[config.mk]
export PLATFORM = sky130hd
export DESIGN_NAME = debounced_button_tap_tempo
export DESIGN_NICKNAME = d
export VERILOG_FILES = /design/src/dbt_pkg.sv /design/src/dbt_cfg.sv /design/src/dbt_core.sv /design/src/debounced_button_tap_tempo.sv
export VERILOG_INCLUDE_DIRS = /design/src /design/src/src
export SDC_FILE = /design/constraint.sdc
export NUM_CORES = 1
export LEC_CHECK = 0
export ABC_AREA = 1
export BUFFER_PORTS_ARGS = -buffer_cell sky130_fd_sc_hd__buf_4
export CAP_MARGIN = 20
export CORE_MARGIN = 2
export CORE_UTILIZATION = 45
export CTS_CLUSTER_DIAMETER = 80
export DETAILED_ROUTE_END_ITERATION = 10
export SLEW_MARGIN = 20
export SYNTH_ARGS = -nofsm -noshare
export SYNTH_HDL_FRONTEND = slang
export SYNTH_HIERARCHICAL = 1
export SYNTH_SLANG_ARGS = --single-unit
[constraint.sdc]
create_clock -name i_clk -period 12.25 [get_ports i_clk]
set_input_delay 1.8375 -clock i_clk [delete_from_list [all_inputs] [get_ports i_clk]]
set_output_delay 1.8375 -clock i_clk [all_outputs]
set_load 0.01 [all_outputs]
[src/assert_macros.svh]
// Assertion macros shared by the RTL files; empty when SYNTHESIS is defined.
`ifndef ASSERT_MACROS_SVH
`define ASSERT_MACROS_SVH

`ifndef SYNTHESIS
`define ASSERT_PROP(lbl, clk, rst_n, prop, msg) \
    lbl: assert property (@(posedge clk) disable iff (!rst_n) (prop)) else $error(msg);
`define ASSERT_NEVER(lbl, clk, rst_n, cond, msg) \
    lbl: assert property (@(posedge clk) disable iff (!rst_n) !(cond)) else $error(msg);
`else
`define ASSERT_PROP(lbl, clk, rst_n, prop, msg)
`define ASSERT_NEVER(lbl, clk, rst_n, cond, msg)
`endif

`endif

[src/dbt_pkg.sv]
// Package: shared types and constants of the debounced button / tap tempo block.
`default_nettype none

package dbt_pkg;

    typedef enum logic [1:0] {
        MODE_OFF       = 2'd0,
        MODE_TOGGLE    = 2'd1,
        MODE_MOMENTARY = 2'd2,
        MODE_TAP       = 2'd3
    } t_mode;

    localparam logic [1:0] REG_MODE      = 2'd0;
    localparam logic [1:0] REG_INVERT    = 2'd1;
    localparam logic [1:0] REG_TEMPO_MIN = 2'd2;
    localparam logic [1:0] REG_TEMPO_MAX = 2'd3;

    localparam logic [15:0] TEMPO_MIN_RESET = 16'd100;
    localparam logic [15:0] TEMPO_MAX_RESET = 16'd2000;

    // tap tempo phases; toggle mode keeps the stable level in the same register
    localparam logic [2:0] PH_WAIT   = 3'd0;
    localparam logic [2:0] PH_FIRST  = 3'd1;
    localparam logic [2:0] PH_GAP    = 3'd2;
    localparam logic [2:0] PH_SECOND = 3'd3;
    localparam logic [2:0] PH_HOLD   = 3'd4;

    localparam logic [3:0] DEBOUNCE_LIMIT = 4'd9;
    localparam logic [3:0] STABLE_LIMIT   = 4'd10;
    localparam logic [3:0] COUNT_MAX      = 4'd15;
    localparam logic [15:0] BLINK_ON_TICKS = 16'd10;

    typedef struct packed {
        t_mode       mode;
        logic        invert;
        logic [15:0] tempo_min;
        logic [15:0] tempo_max;
    } t_cfg;

    typedef struct packed {
        logic        press_evt;
        logic        release_evt;
        logic        change_evt;
        logic [15:0] value;
        logic        led_on_evt;
        logic        blink_evt;
        logic [15:0] off_ticks;
    } t_result;

endpackage

`default_nettype wire

[src/dbt_cfg.sv]
// Configuration register file of the debounced button / tap tempo block.
`default_nettype none

module dbt_cfg (
    input  wire logic          i_clk,
    input  wire logic          i_rst_n,
    input  wire logic          i_cfg_we,
    input  wire logic [1:0]    i_cfg_index,
    input  wire logic [15:0]   i_cfg_data,
    output dbt_pkg::t_cfg      o_cfg
);
    import dbt_pkg::*;

    t_cfg r_cfg;

    always_ff @(posedge i_clk) begin
        if (!i_rst_n) begin
            r_cfg.mode      <= MODE_OFF;
            r_cfg.invert    <= 1'b0;
            r_cfg.tempo_min <= TEMPO_MIN_RESET;
            r_cfg.tempo_max <= TEMPO_MAX_RESET;
        end else if (i_cfg_we) begin
            case (i_cfg_index)
                REG_MODE:      r_cfg.mode      <= t_mode'(i_cfg_data[1:0]);
                REG_INVERT:    r_cfg.invert    <= i_cfg_data[0];
                REG_TEMPO_MIN: r_cfg.tempo_min <= i_cfg_data;
                REG_TEMPO_MAX: r_cfg.tempo_max <= i_cfg_data;
                default: begin
                end
            endcase
        end
    end

    assign o_cfg = r_cfg;

endmodule

`default_nettype wire

[src/dbt_core.sv]
// Button state and the single-tick update for toggle, momentary and tap tempo modes.
`default_nettype none

module dbt_core #(
    parameter int TEMPO_WIDTH = 16
) (
    input  wire logic          i_clk,
    input  wire logic          i_rst_n,
    input  wire logic          i_step,
    input  wire logic          i_pin_level,
    input  wire dbt_pkg::t_cfg i_cfg,
    output dbt_pkg::t_result   o_res
);
    import dbt_pkg::*;

    `include "assert_macros.svh"

    localparam int CW = ((TEMPO_WIDTH > 16) ? TEMPO_WIDTH : 16) + 1;
    localparam logic [CW-1:0] TEMPO_MASK = CW'({TEMPO_WIDTH{1'b1}});
    localparam logic [CW-1:0] VALUE_MAX  = CW'(16'hFFFF);
    localparam logic [CW-1:0] BLINK_ON   = CW'(BLINK_ON_TICKS);

    logic [2:0]             r_phase, n_phase;
    logic [3:0]             r_stable, n_stable;
    logic [TEMPO_WIDTH-1:0] r_tempo, n_tempo;
    logic [15:0]            r_value, n_value;

    logic                   lvl;
    logic [3:0]             cnt_inc;
    logic [TEMPO_WIDTH:0]   next_t;
    logic [CW-1:0]          next_ext;
    logic [CW-1:0]          iv;
    logic                   expired;
    logic [TEMPO_WIDTH-1:0] tempo_sat;
    t_result                res;

    function automatic logic [15:0] blink_off(input logic [CW-1:0] period);
        logic [CW-1:0] d;
        d = period - BLINK_ON;
        if (period <= BLINK_ON) begin
            return 16'd0;
        end
        return (d > VALUE_MAX) ? 16'hFFFF : d[15:0];
    endfunction

    always_comb begin
        lvl       = ~i_pin_level ^ i_cfg.invert;
        cnt_inc   = (r_stable == COUNT_MAX) ? COUNT_MAX : r_stable + 4'd1;
        next_t    = {1'b0, r_tempo} + {{TEMPO_WIDTH{1'b0}}, 1'b1};
        next_ext  = CW'(next_t);
        expired   = next_ext > CW'(i_cfg.tempo_max);
        tempo_sat = next_t[TEMPO_WIDTH] ? {TEMPO_WIDTH{1'b1}} : next_t[TEMPO_WIDTH-1:0];
        iv        = (next_ext < CW'(i_cfg.tempo_min)) ? CW'(i_cfg.tempo_min) : next_ext;

        n_phase  = r_phase;
        n_stable = r_stable;
        n_tempo  = r_tempo;
        n_value  = r_value;
        res      = '0;

        case (i_cfg.mode)
            MODE_TOGGLE: begin
                if ({2'b00, lvl} != r_phase) begin
                    n_stable = cnt_inc;
                    if (cnt_inc > DEBOUNCE_LIMIT) begin
                        n_phase  = {2'b00, lvl};
                        n_stable = 4'd0;
                        if (lvl) begin
                            res.press_evt  = 1'b1;
                            res.change_evt = 1'b1;
                            n_value = (r_value == 16'd1) ? 16'd0 : 16'd1;
                        end else begin
                            res.release_evt = 1'b1;
                        end
                    end
                end else begin
                    n_stable = 4'd0;
                end
            end
            MODE_MOMENTARY: begin
                if ({15'd0, lvl} != r_value) begin
                    n_stable = cnt_inc;
                    if (cnt_inc > DEBOUNCE_LIMIT) begin
                        n_stable        = 4'd0;
                        res.press_evt   = lvl;
                        res.release_evt = ~lvl;
                        res.change_evt  = 1'b1;
                        n_value         = {15'd0, lvl};
                    end
                end else begin
                    n_stable = 4'd0;
                end
            end
            MODE_TAP: begin
                case (r_phase)
                    PH_WAIT: begin
                        if (lvl) begin
                            n_phase        = PH_FIRST;
                            n_tempo        = '0;
                            res.led_on_evt = 1'b1;
                        end
                    end
                    PH_FIRST, PH_GAP, PH_SECOND: begin
                        n_tempo = tempo_sat;
                        if (expired) begin
                            res.blink_evt = 1'b1;
                            res.off_ticks = blink_off(CW'(r_value));
                            n_phase       = PH_WAIT;
                        end else if (r_phase == PH_FIRST) begin
                            if (!lvl) begin
                                n_phase  = PH_GAP;
                                n_stable = 4'd0;
                            end
                        end else if (r_phase == PH_GAP) begin
                            if (!lvl) begin
                                n_stable = cnt_inc;
                                if (cnt_inc > STABLE_LIMIT) begin
                                    n_phase = PH_SECOND;
                                end
                            end else begin
                                n_stable = 4'd0;
                            end
                        end else if (lvl) begin
                            n_tempo = (iv > TEMPO_MASK) ? {TEMPO_WIDTH{1'b1}}
                                                        : iv[TEMPO_WIDTH-1:0];
                            res.blink_evt  = 1'b1;
                            res.off_ticks  = blink_off(iv);
                            n_value        = (iv > VALUE_MAX) ? 16'hFFFF : iv[15:0];
                            res.change_evt = 1'b1;
                            n_stable       = 4'd0;
                            n_phase        = PH_HOLD;
                        end
                    end
                    PH_HOLD: begin
                        if (!lvl) begin
                            n_stable = cnt_inc;
                            if (cnt_inc > STABLE_LIMIT) begin
                                n_phase = PH_WAIT;
                            end
                        end else begin
                            n_stable = 4'd0;
                        end
                    end
                    default: begin
                        n_phase = PH_WAIT;
                    end
                endcase
            end
            default: begin
            end
        endcase

        res.value = n_value;
    end

    always_ff @(posedge i_clk) begin
        if (!i_rst_n) begin
            r_phase  <= PH_WAIT;
            r_stable <= 4'd0;
            r_tempo  <= '0;
            r_value  <= 16'd0;
        end else if (i_step) begin
            r_phase  <= n_phase;
            r_stable <= n_stable;
            r_tempo  <= n_tempo;
            r_value  <= n_value;
        end
    end

    assign o_res = res;

    `ASSERT_PROP(a_hold_without_step, i_clk, i_rst_n,
        !i_step |=> ($stable(r_phase) && $stable(r_value) && $stable(r_tempo)),
        "state changed without an item")
    `ASSERT_PROP(a_led_on_starts_timing, i_clk, i_rst_n,
        (i_step && res.led_on_evt) |=> (r_phase == PH_FIRST && r_tempo == '0),
        "first tap did not start the interval timer")
    `ASSERT_PROP(a_off_mode_quiet, i_clk, i_rst_n,
        (i_step && i_cfg.mode == MODE_OFF) |=> ($stable(r_phase) && $stable(r_stable)),
        "disabled mode changed the state")
    `ASSERT_NEVER(a_off_needs_blink, i_clk, i_rst_n,
        (!res.blink_evt && res.off_ticks != 16'd0),
        "blink off time without a blink request")

endmodule

`default_nettype wire

[src/debounced_button_tap_tempo.sv]
// Pipeline: an accepted item is held in the input register and its result in the result register.
// Throughput: one item per cycle unless stalled; the state update is combinational between registers.
// Backpressure: the input register advances whenever the result register is empty or being taken.
// Reset: synchronous, active low; clears both valids, the state and loads the register defaults.
// No clearing pass; the block takes items as soon as reset is released.
`default_nettype none

module debounced_button_tap_tempo #(
    parameter int TEMPO_WIDTH = 16
) (
    input  wire logic        i_clk,
    input  wire logic        i_rst_n,
    input  wire logic        i_cfg_we,
    input  wire logic [1:0]  i_cfg_index,
    input  wire logic [15:0] i_cfg_data,
    input  wire logic        i_valid,
    output logic             o_ready,
    input  wire logic        i_pin_level,
    output logic             o_valid,
    input  wire logic        i_ready,
    output logic             o_press_event,
    output logic             o_release_event,
    output logic             o_change_event,
    output logic [15:0]      o_button_value,
    output logic             o_led_on_event,
    output logic             o_led_blink_event,
    output logic [15:0]      o_blink_off_ticks
);
    import dbt_pkg::*;

    `include "assert_macros.svh"

    t_cfg    cfg;
    t_result res;
    logic    s1_move;

    logic    r_s1_valid;
    logic    r_s1_pin;
    logic    r_out_valid;
    t_result r_out;

    dbt_cfg u_cfg (
        .i_clk       (i_clk),
        .i_rst_n     (i_rst_n),
        .i_cfg_we    (i_cfg_we),
        .i_cfg_index (i_cfg_index),
        .i_cfg_data  (i_cfg_data),
        .o_cfg       (cfg)
    );

    dbt_core #(
        .TEMPO_WIDTH (TEMPO_WIDTH)
    ) u_core (
        .i_clk       (i_clk),
        .i_rst_n     (i_rst_n),
        .i_step      (s1_move),
        .i_pin_level (r_s1_pin),
        .i_cfg       (cfg),
        .o_res       (res)
    );

    assign s1_move = r_s1_valid && (!r_out_valid || i_ready);
    assign o_ready = !r_s1_valid || s1_move;

    always_ff @(posedge i_clk) begin
        if (!i_rst_n) begin
            r_s1_valid  <= 1'b0;
            r_out_valid <= 1'b0;
        end else begin
            if (o_ready) begin
                r_s1_valid <= i_valid;
            end
            if (s1_move) begin
                r_out_valid <= 1'b1;
            end else if (i_ready) begin
                r_out_valid <= 1'b0;
            end
        end
    end

    always_ff @(posedge i_clk) begin
        if (i_valid && o_ready) begin
            r_s1_pin <= i_pin_level;
        end
        if (s1_move) begin
            r_out <= res;
        end
    end

    assign o_valid           = r_out_valid;
    assign o_press_event     = r_out.press_evt;
    assign o_release_event   = r_out.release_evt;
    assign o_change_event    = r_out.change_evt;
    assign o_button_value    = r_out.value;
    assign o_led_on_event    = r_out.led_on_evt;
    assign o_led_blink_event = r_out.blink_evt;
    assign o_blink_off_ticks = r_out.off_ticks;

    `ASSERT_PROP(a_stall_blocks_input, i_clk, i_rst_n,
        (r_s1_valid && r_out_valid && !i_ready) |-> !o_ready,
        "input taken while both stages are full and stalled")
    `ASSERT_PROP(a_move_fills_output, i_clk, i_rst_n,
        s1_move |=> o_valid,
        "item left the input register but no result appeared")

endmodule

`default_nettype wire

==> flow_metrics.env, run 1 <==
export IMPL_synth_seq_cells=114
export IMPL_drc=0
export IMPL_viasPerCell=5.20
export IMPL_grt_usage=0.243
export IMPL_skew_ps=8.84
export IMPL_met1_length_um=11300
export IMPL_p_int_uw=779
export IMPL_netlist_instances=1303
export IMPL_cts_resized=0
export IMPL_cts_sinks=114
export IMPL_area_delta_synth_final_pct=13.5
export IMPL_die_area_mm2=0.0201
export IMPL_p_leak_nw=4.87
export IMPL_path_max_fanout=22
export IMPL_dpl_hpwl_um=18300
export IMPL_die_y_um=142
export IMPL_ys_async_sr_fraction=0
export IMPL_routedWlPerCell_um=15.0
export IMPL_synth_edf_count=38
export IMPL_io_buffers=62
export IMPL_hp_start="u_core/r_tempo[3]"
export IMPL_synth_flop_cell="dfxtp_1"
export IMPL_grt_max_degree=69
export IMPL_finalHoldViolations=0
export IMPL_clock_latency_ps=420
export IMPL_clk_pin_slew_ps=60
export IMPL_diodes=0
export IMPL_grt_pass1_vias=7449
export IMPL_antenna_found_initial=0
export IMPL_cp_end_kind="flop"
export IMPL_fin_crit_sh=0.436
export IMPL_row_count=50
export IMPL_reg2reg_from="u_core/r_tempo[0]"
export IMPL_syn_nets=1371
export IMPL_grt_pass1_wl_um=38400
export IMPL_vias=8290
export IMPL_whs_endpoint="u_core/r_tempo[3]"
export IMPL_chipWidth_um=142
export IMPL_swShare=0.278
export IMPL_mappedNetlistArea_mm2=0.00853
export IMPL_p_clk_frac=0.474
export IMPL_rrSetupSlack_ps=6900
export IMPL_final_max_slew_viol_count=0
export IMPL_ir_worst_vdd_v=0.0000978
export IMPL_routed_wl_met2_um=10600
export IMPL_tns_ps=0
export IMPL_min_path_cells=2
export IMPL_cp_data_required_time_ps=12540
export IMPL_p_comb_frac=0.138
export IMPL_regToRegEndpoint="o_blink_off_ticks[10]"
export IMPL_worstPathArrival_ps=5630
export IMPL_reg2regPathDepth=21
export IMPL_wl_um=23900
export IMPL_clock_path_buffers=2
export IMPL_fmax_mhz=187
export IMPL_yosysUniqueCellTypes=49
export IMPL_syn_avg_cell_area_um2=6.55
export IMPL_worst_setup_path_start_kind="flop"
export IMPL_power_switching_uw=300
export IMPL_final_nets=1414
export IMPL_tightestPinTransition_ps=848
export IMPL_core_area_mm2=0.0186
export IMPL_io_pins=63
export IMPL_cts_buffers=17
export IMPL_start_util=0.458
export IMPL_worst_setup_path_type="flop to flop"
export IMPL_finalCriticalPeriod_ps=5350
export IMPL_postCtsSetupBuffers=0
export IMPL_layout_drive_gt1_share=0.123
export IMPL_wl_met3_um=1260
export IMPL_finalPower_mw=1.08
export IMPL_ant_nets=0
export IMPL_synth_seq_area_share=0.312
export IMPL_drtIter0Drc=668
export IMPL_finalSetupViolCount=0
export IMPL_htree_levels=4
export IMPL_root_buffer="clkbuf_16"
export IMPL_firstDrtPassIters=5
export IMPL_route_top_layer_used="met4"
export IMPL_grt_ovfl_total=0
export IMPL_status="finished, final reports clean"
export IMPL_powerDensity_mw_per_mm2=111
export IMPL_holdBufCountCts=0
export IMPL_cts_tree="yes"
export IMPL_seq_power_share=0.388
export IMPL_hold_path_class="flop to flop"
export IMPL_max_slew_margin=0.431
export IMPL_place_gp_congestion=0.939
export IMPL_yosysWarnings=6
export IMPL_maxCapViolations=0
export IMPL_rsz0062_at_grt="false"
-- flip-flops by register name (all words and copies together), names as in the netlist, 3 cells and up --
| register | flops |
|---|---|
| u_cfg/o_cfg | 35 |
| o_blink_off_ticks | 16 |
| o_button_value | 16 |
| u_core/r_tempo | 16 |
| u_core/r_value | 16 |
| u_core/r_stable | 4 |
| u_core/r_phase | 3 |
-- layout make-up --
| type | instances | area [µm²] |
|---|---|---|
| Timing Repair Buffer | 63 | 473 |
| Tap cell | 234 | 293 |
| Clock inverter | 11 | 155 |
| Fill cell | 1922 | 8960 |
| Inverter | 214 | 803 |
| Clock buffer | 21 | 440 |
| Sequential cell | 114 | 2660 |
| Multi-Input combinational cell | 936 | 4860 |
-- cell families after synthesis --
group,count (synthesis),synth area share
buf+inv,253,0.120
fa+ha+maj,44,0.0645
simple gates,703,0.370
compound gates,166,0.108
flops,114,0.312
xor+xnor,23,0.0245
-- per-stage QoR --
stage / hold WS, ps / area (µm²) / util / cells / worst slack [ps]
floorplan: 442 / 8530 / - / 1303 / 7220
global placement: 454 / 9090 / 0.487 / 1561 / 6890
detailed placement: 457 / 9090 / 0.487 / 1561 / 6620
CTS: 467 / 9680 / 0.519 / 1593 / 6610
global route: 494 / 9690 / 0.520 / 1593 / 6340
finish: 469 / 9690 / 0.520 / 1593 / 6900
-- synth_stat cells, types with 2 or more instances --
master    instances  area (µm²)
nand2_1         368        1380
inv_1           204         766
nor2_1          144         541
a21oi_1          81         405
dfxtp_1          76        1520
nand3_1          75         375
ha_1             44         551
o21ai_0          44         220
edfxtp_1         38        1140
nand4_1          26         163
clkbuf_1         22        82.6
nand2_2          22         138
nor3_1           19        95.1
nand3_2          14         140
xor2_1           12         105
nor2_4           10         113
xnor2_1          10        87.6
buf_2             7        35.0
inv_2             7        26.3
o31ai_1           7        52.6
buf_6             6        67.6
o21ai_1           6        30.0
a211oi_1          5        37.5
or2_2             5        31.3
a31oi_1           4        25.0
nand2_4           4        45.0
nand3b_1          4        30.0
nor2_2            4        25.0
nor4_1            4        25.0
o211ai_1          4        30.0
buf_4             3        22.5
clkinv_1          3        11.3
o21ai_2           3        26.3
o21bai_1          2        15.0
o311ai_0          2        17.5
-- layout by cell type (no fill, tap or decap), drive strengths merged, types with 3 or more instances in the layout --
master / instances
inv: 213
nand2: 394
a31oi: 4
o31ai: 7
clkbuf: 21
nand3: 90
xnor2: 10
or2: 5
clkinv: 8
a211oi: 5
nor4: 4
xor2: 13
buf: 63
nor3: 19
a21oi: 82
dfxtp: 76
nand4: 28
bufinv: 3
nand3b: 4
o211ai: 4
nor2: 158
edfxtp: 38
o21ai: 53
ha: 44
-- worst max path at each step --
stage / start / to / slack [ps] / depth (start not counted)
finish: u_core/r_tempo[0] / o_blink_off_ticks[10] / 6900 / 21
global placement: u_core/r_tempo[0] / o_blink_off_ticks[13] / 6890 / 21
CTS: u_core/r_tempo[0] / o_blink_off_ticks[10] / 6610 / 21
global route: u_core/r_tempo[0] / o_blink_off_ticks[7] / 6340 / 24
floorplan: i_ready / u_core/r_phase[0] / 7220 / 7
detailed placement: u_core/r_tempo[0] / o_blink_off_ticks[10] / 6620 / 21
-- routing by layer --
layer  vias up  global-route usage
met5         -                   0
met4         0              0.0984
met3        52              0.0439
met2       247               0.385
met1      3739               0.328
li1       4252                   -
-- critical path, stage by stage, from the launching register on --
cell	delay [ps]
dfxtp_1	450
ha_1	230
nand2_1	120
nor2_4	220
nand3_2	140
xnor2_1	400
ha_1	350
nand2_1	100
nor2_1	50
nor3b_1	170
o21ai_1	100
a21oi_1	110
o21ai_0	90
nand2_1	430
nand2_1	420
nor2_2	710
nand2_1	290
a31oi_1	220
nand2_1	110
inv_1	310
nand2_1	110
nand2_1	70
-- power groups by stage --
stage | Combinational, mW | Clock [mW] | Sequential, mW
2_1_floorplan | 0.104 | 0 | 0.425
3_3_place_gp | 0.147 | 0 | 0.427
3_5_place_dp | 0.147 | 0 | 0.427
4_1_cts | 0.148 | 0.520 | 0.419
5_1_grt | 0.167 | 0.538 | 0.421
6_report | 0.149 | 0.512 | 0.419
No activity file was read; power rests on OpenSTA's default activity.
==> run 2: changes to the inputs <==
--- a/config.mk
+++ b/config.mk
@@ -6,7 +6,7 @@
 export SDC_FILE = /design/constraint.sdc
 export NUM_CORES = 1
 export LEC_CHECK = 0
-export ABC_AREA = 1
+export ABC_AREA = 0
 export BUFFER_PORTS_ARGS = -buffer_cell sky130_fd_sc_hd__buf_4
 export CAP_MARGIN = 20
 export CORE_MARGIN = 2
==> constraint.sdc (replaced) <==
create_clock -name i_clk -period 4.7 [get_ports i_clk]
set_input_delay 0.705 -clock i_clk [delete_from_list [all_inputs] [get_ports i_clk]]
set_output_delay 0.705 -clock i_clk [all_outputs]
set_load 0.01 [all_outputs]
==> run 2 against run 1 <==
Clock power grew to 2.7 times the previous value. Critical path type unchanged. Sequential share of layout area decreased by 1.2 points. Via count fell by 1.6%. Highest routed layer is now met5. Combinational power increased by 59%. Register-to-register slack got worse by 6600 ps.
==> flow_metrics.env, run 2 <==
export IMPL_status="finished, final reports clean"
export IMPL_fmax_mhz=226
export IMPL_synth_seq_area_share=0.316
export IMPL_layout_drive_gt1_share=0.206
export IMPL_final_nets=1177
export IMPL_area_delta_synth_final_pct=20.6
export IMPL_dpl_hpwl_um=21400
export IMPL_grt_ovfl_total=0
export IMPL_tightestPinTransition_ps=1160
export IMPL_yosysWarnings=6
export IMPL_cts_sinks=114
export IMPL_firstDrtPassIters=5
export IMPL_maxCapViolations=0
export IMPL_busiest_layer="met2"
export IMPL_start_util=0.455
export IMPL_synth_edf_count=38
export IMPL_met1_usage=0.374
export IMPL_ir_worst_vdd_v=0.000232
export IMPL_cts_buffers=17
export IMPL_yosysUniqueCellTypes=84
export IMPL_path_delay_family="compound AO/OA/AOI/OAI gates"
export IMPL_skew_ps=13.0
export IMPL_core_area_mm2=0.0185
export IMPL_cp_num_buf_inv=4
export IMPL_clock_latency_ps=420
export IMPL_cts_tree="yes"
export IMPL_worst_setup_path_type="flop to flop"
export IMPL_ys_top_cells_by_area="dfxtp_1 18%, edfxtp_1 14%, ha_1 6.5%, nand2_1 5.2%, mux2i_1 5.1%"
export IMPL_drtIter0Drc=573
export IMPL_fin_crit_sh=0.940
export IMPL_cp_end_kind="flop"
export IMPL_chipWidth_um=141
export IMPL_die_area_mm2=0.0198
export IMPL_finalHoldViolations=0
export IMPL_drc=0
export IMPL_diodes=0
export IMPL_final_common_cell="buf_4"
export IMPL_crit_chain="buf_4, and4_1, nand4_1, xor2_2, inv_1, buf_4, ha_1, a21oi_1, nor2b_1, o21ai_0, nand2_1, o31a_1, or3_1, nor2_1, buf_4, o21a_1, a21oi_1, a221o_1"
export IMPL_max_slew_margin=0.217
export IMPL_syn_nets=1088
export IMPL_final_max_slew_viol_count=0
export IMPL_slowest_delay_ps=520
export IMPL_layout_common_cells="137 x buf_4, 116 x nand2_1, 67 x inv_1, 67 x dfxtp_1, 59 x nor2_1"
export IMPL_wl_um=28200
export IMPL_fill_cells=1774
export IMPL_post_synth_top_count_cell="nand2_1"
export IMPL_grt_usage=0.282
export IMPL_finalSetupViolCount=0
export IMPL_p_leak_nw=4.35
export IMPL_multi_input_area_mm2=0.00529
export IMPL_cpMaxStageDelayCell="or3_1"
export IMPL_hold_path_class="flop to flop"
export IMPL_mappedNetlistArea_mm2=0.00842
export IMPL_final_cells=1356
export IMPL_root_buffer="clkbuf_16"
export IMPL_clock_path_buffers=2
export IMPL_powerDensity_mw_per_mm2=261
export IMPL_yosysTopAreaCellShare=0.181
export IMPL_finalCriticalPeriod_ps=4420
export IMPL_largest_reg_flops=35
export IMPL_ff_latch_area_mm2=0.00267
export IMPL_use_met3=0.0588
export IMPL_synth_top_cell_by_area="dfxtp_1"
export IMPL_place_gp_congestion=0.964
export IMPL_cp_common_cell="buf_4"
export IMPL_synth_common_cells="116 x nand2_1, 76 x dfxtp_1, 67 x inv_1, 61 x nor2_1, 57 x o21ai_0"
export IMPL_path_max_fanout=14
export IMPL_io_pins=63
export IMPL_grt_max_degree=72
export IMPL_cp_data_required_time_ps=4980
export IMPL_netlist_instances=1020
export IMPL_io_buffers=62
export IMPL_htree_levels=4
export IMPL_grt_util_met2=0.445
export IMPL_clk_pin_slew_ps=60
export IMPL_dp_slack_ps=197
export IMPL_routedWlPerCell_um=20.8
export IMPL_worstPathArrival_ps=4700
export IMPL_rsz0062_at_grt="true"
export IMPL_viasPerCell=6.02
export IMPL_dp_cells=1321
export IMPL_die_y_um=141
export IMPL_synth_flop_cell="dfxtp_1"
export IMPL_grt_pass1_wl_um=43100
export IMPL_grt_pass1_vias=7574
export IMPL_ant_nets=0
export IMPL_worst_setup_path_start_kind="flop"
export IMPL_synth_seq_cells=114
export IMPL_ys_async_sr_fraction=0
export IMPL_vias=8160
export IMPL_setup_ws_ps=281
export IMPL_holdBufCountCts=0
export IMPL_syn_avg_cell_area_um2=8.26
export IMPL_antenna_found_initial=1
export IMPL_row_count=50
==> run 2: cell families (layout without fill, tap and decap cells) <==
family                     count (synthesis)  count (layout)  share of synthesized area
AOI/OAI and AO/OA                        274             274                      0.221
xor gates and xnor gates                  45              45                     0.0486
adders and majority gates                 44              44                     0.0654
buffers and inverters                    135             237                     0.0707
DFF                                      114             114                      0.316
muxes                                     44              44                     0.0525
and+or+nand+nor                          364             364                      0.225
==> run 2: power breakdown <==
group	leakage (nW)	total [mW]	internal [mW]	switching (mW)
combinational	3.07	0.237	0.0928	0.144
clock	0.292	1.36	0.840	0.515
sequential	0.982	1.06	1.04	0.0178
==> run 2: layer usage <==
layer / wire (µm) / up-vias
met5: 12 / -
met4: 1260 / 2
met3: 2170 / 88
met2: 12700 / 378
met1: 12000 / 3827
li1: - / 3865
==> run 2: worst min-delay path, cell delays in order, from the launching register on <==
cell,delay (ps)
dfxtp_1,300
nand2_1,50
mux2i_1,50
==> run 2: worst paths after layout <==
path | endpoint | from | slack, ps | cells past startpoint
setup / recovery | u_core/r_tempo[2] | u_core/r_tempo[0] | 280 | 18
hold / removal | u_cfg/o_cfg[14] | u_cfg/o_cfg[14] | 460 | 2
setup reg to reg | u_core/r_tempo[2] | u_core/r_tempo[0] | 280 | 18
hold reg to reg | u_cfg/o_cfg[14] | u_cfg/o_cfg[14] | 460 | 2
==> run 2: through the flow <==
| stage | area (µm²) | power [mW] | utilization | hold slack [ps] | TNS (ps) |
|---|---|---|---|---|---|
| floorplan | 8430 | 1.22 | - | 434 | 0 |
| global placement | 9410 | 1.31 | 0.508 | 445 | 0 |
| detailed placement | 9410 | 1.31 | 0.508 | 449 | 0 |
| CTS | 10000 | 2.67 | 0.541 | 449 | 0 |
| global route | 10200 | 2.75 | 0.549 | 445 | -2.61 |
| finish | 10200 | 2.65 | 0.549 | 455 | 0 |
==> run 2: layout make-up <==
cell class                 instances  share of cell area
multi-input combinational        771               0.521
tap                              234              0.0288
sequential                       114               0.263
inverter                          67              0.0248
timing repair buffer             138               0.102
clock buffer                      18              0.0423
clock inverter                    14              0.0174
==> run 2: repair_timing <==
| item | CTS | global route |
|---|---|---|
| buffers inserted | 0 | 3 |
| resized for setup | 0 | 30 |
| setup endpoints to repair | 0 | 24 |
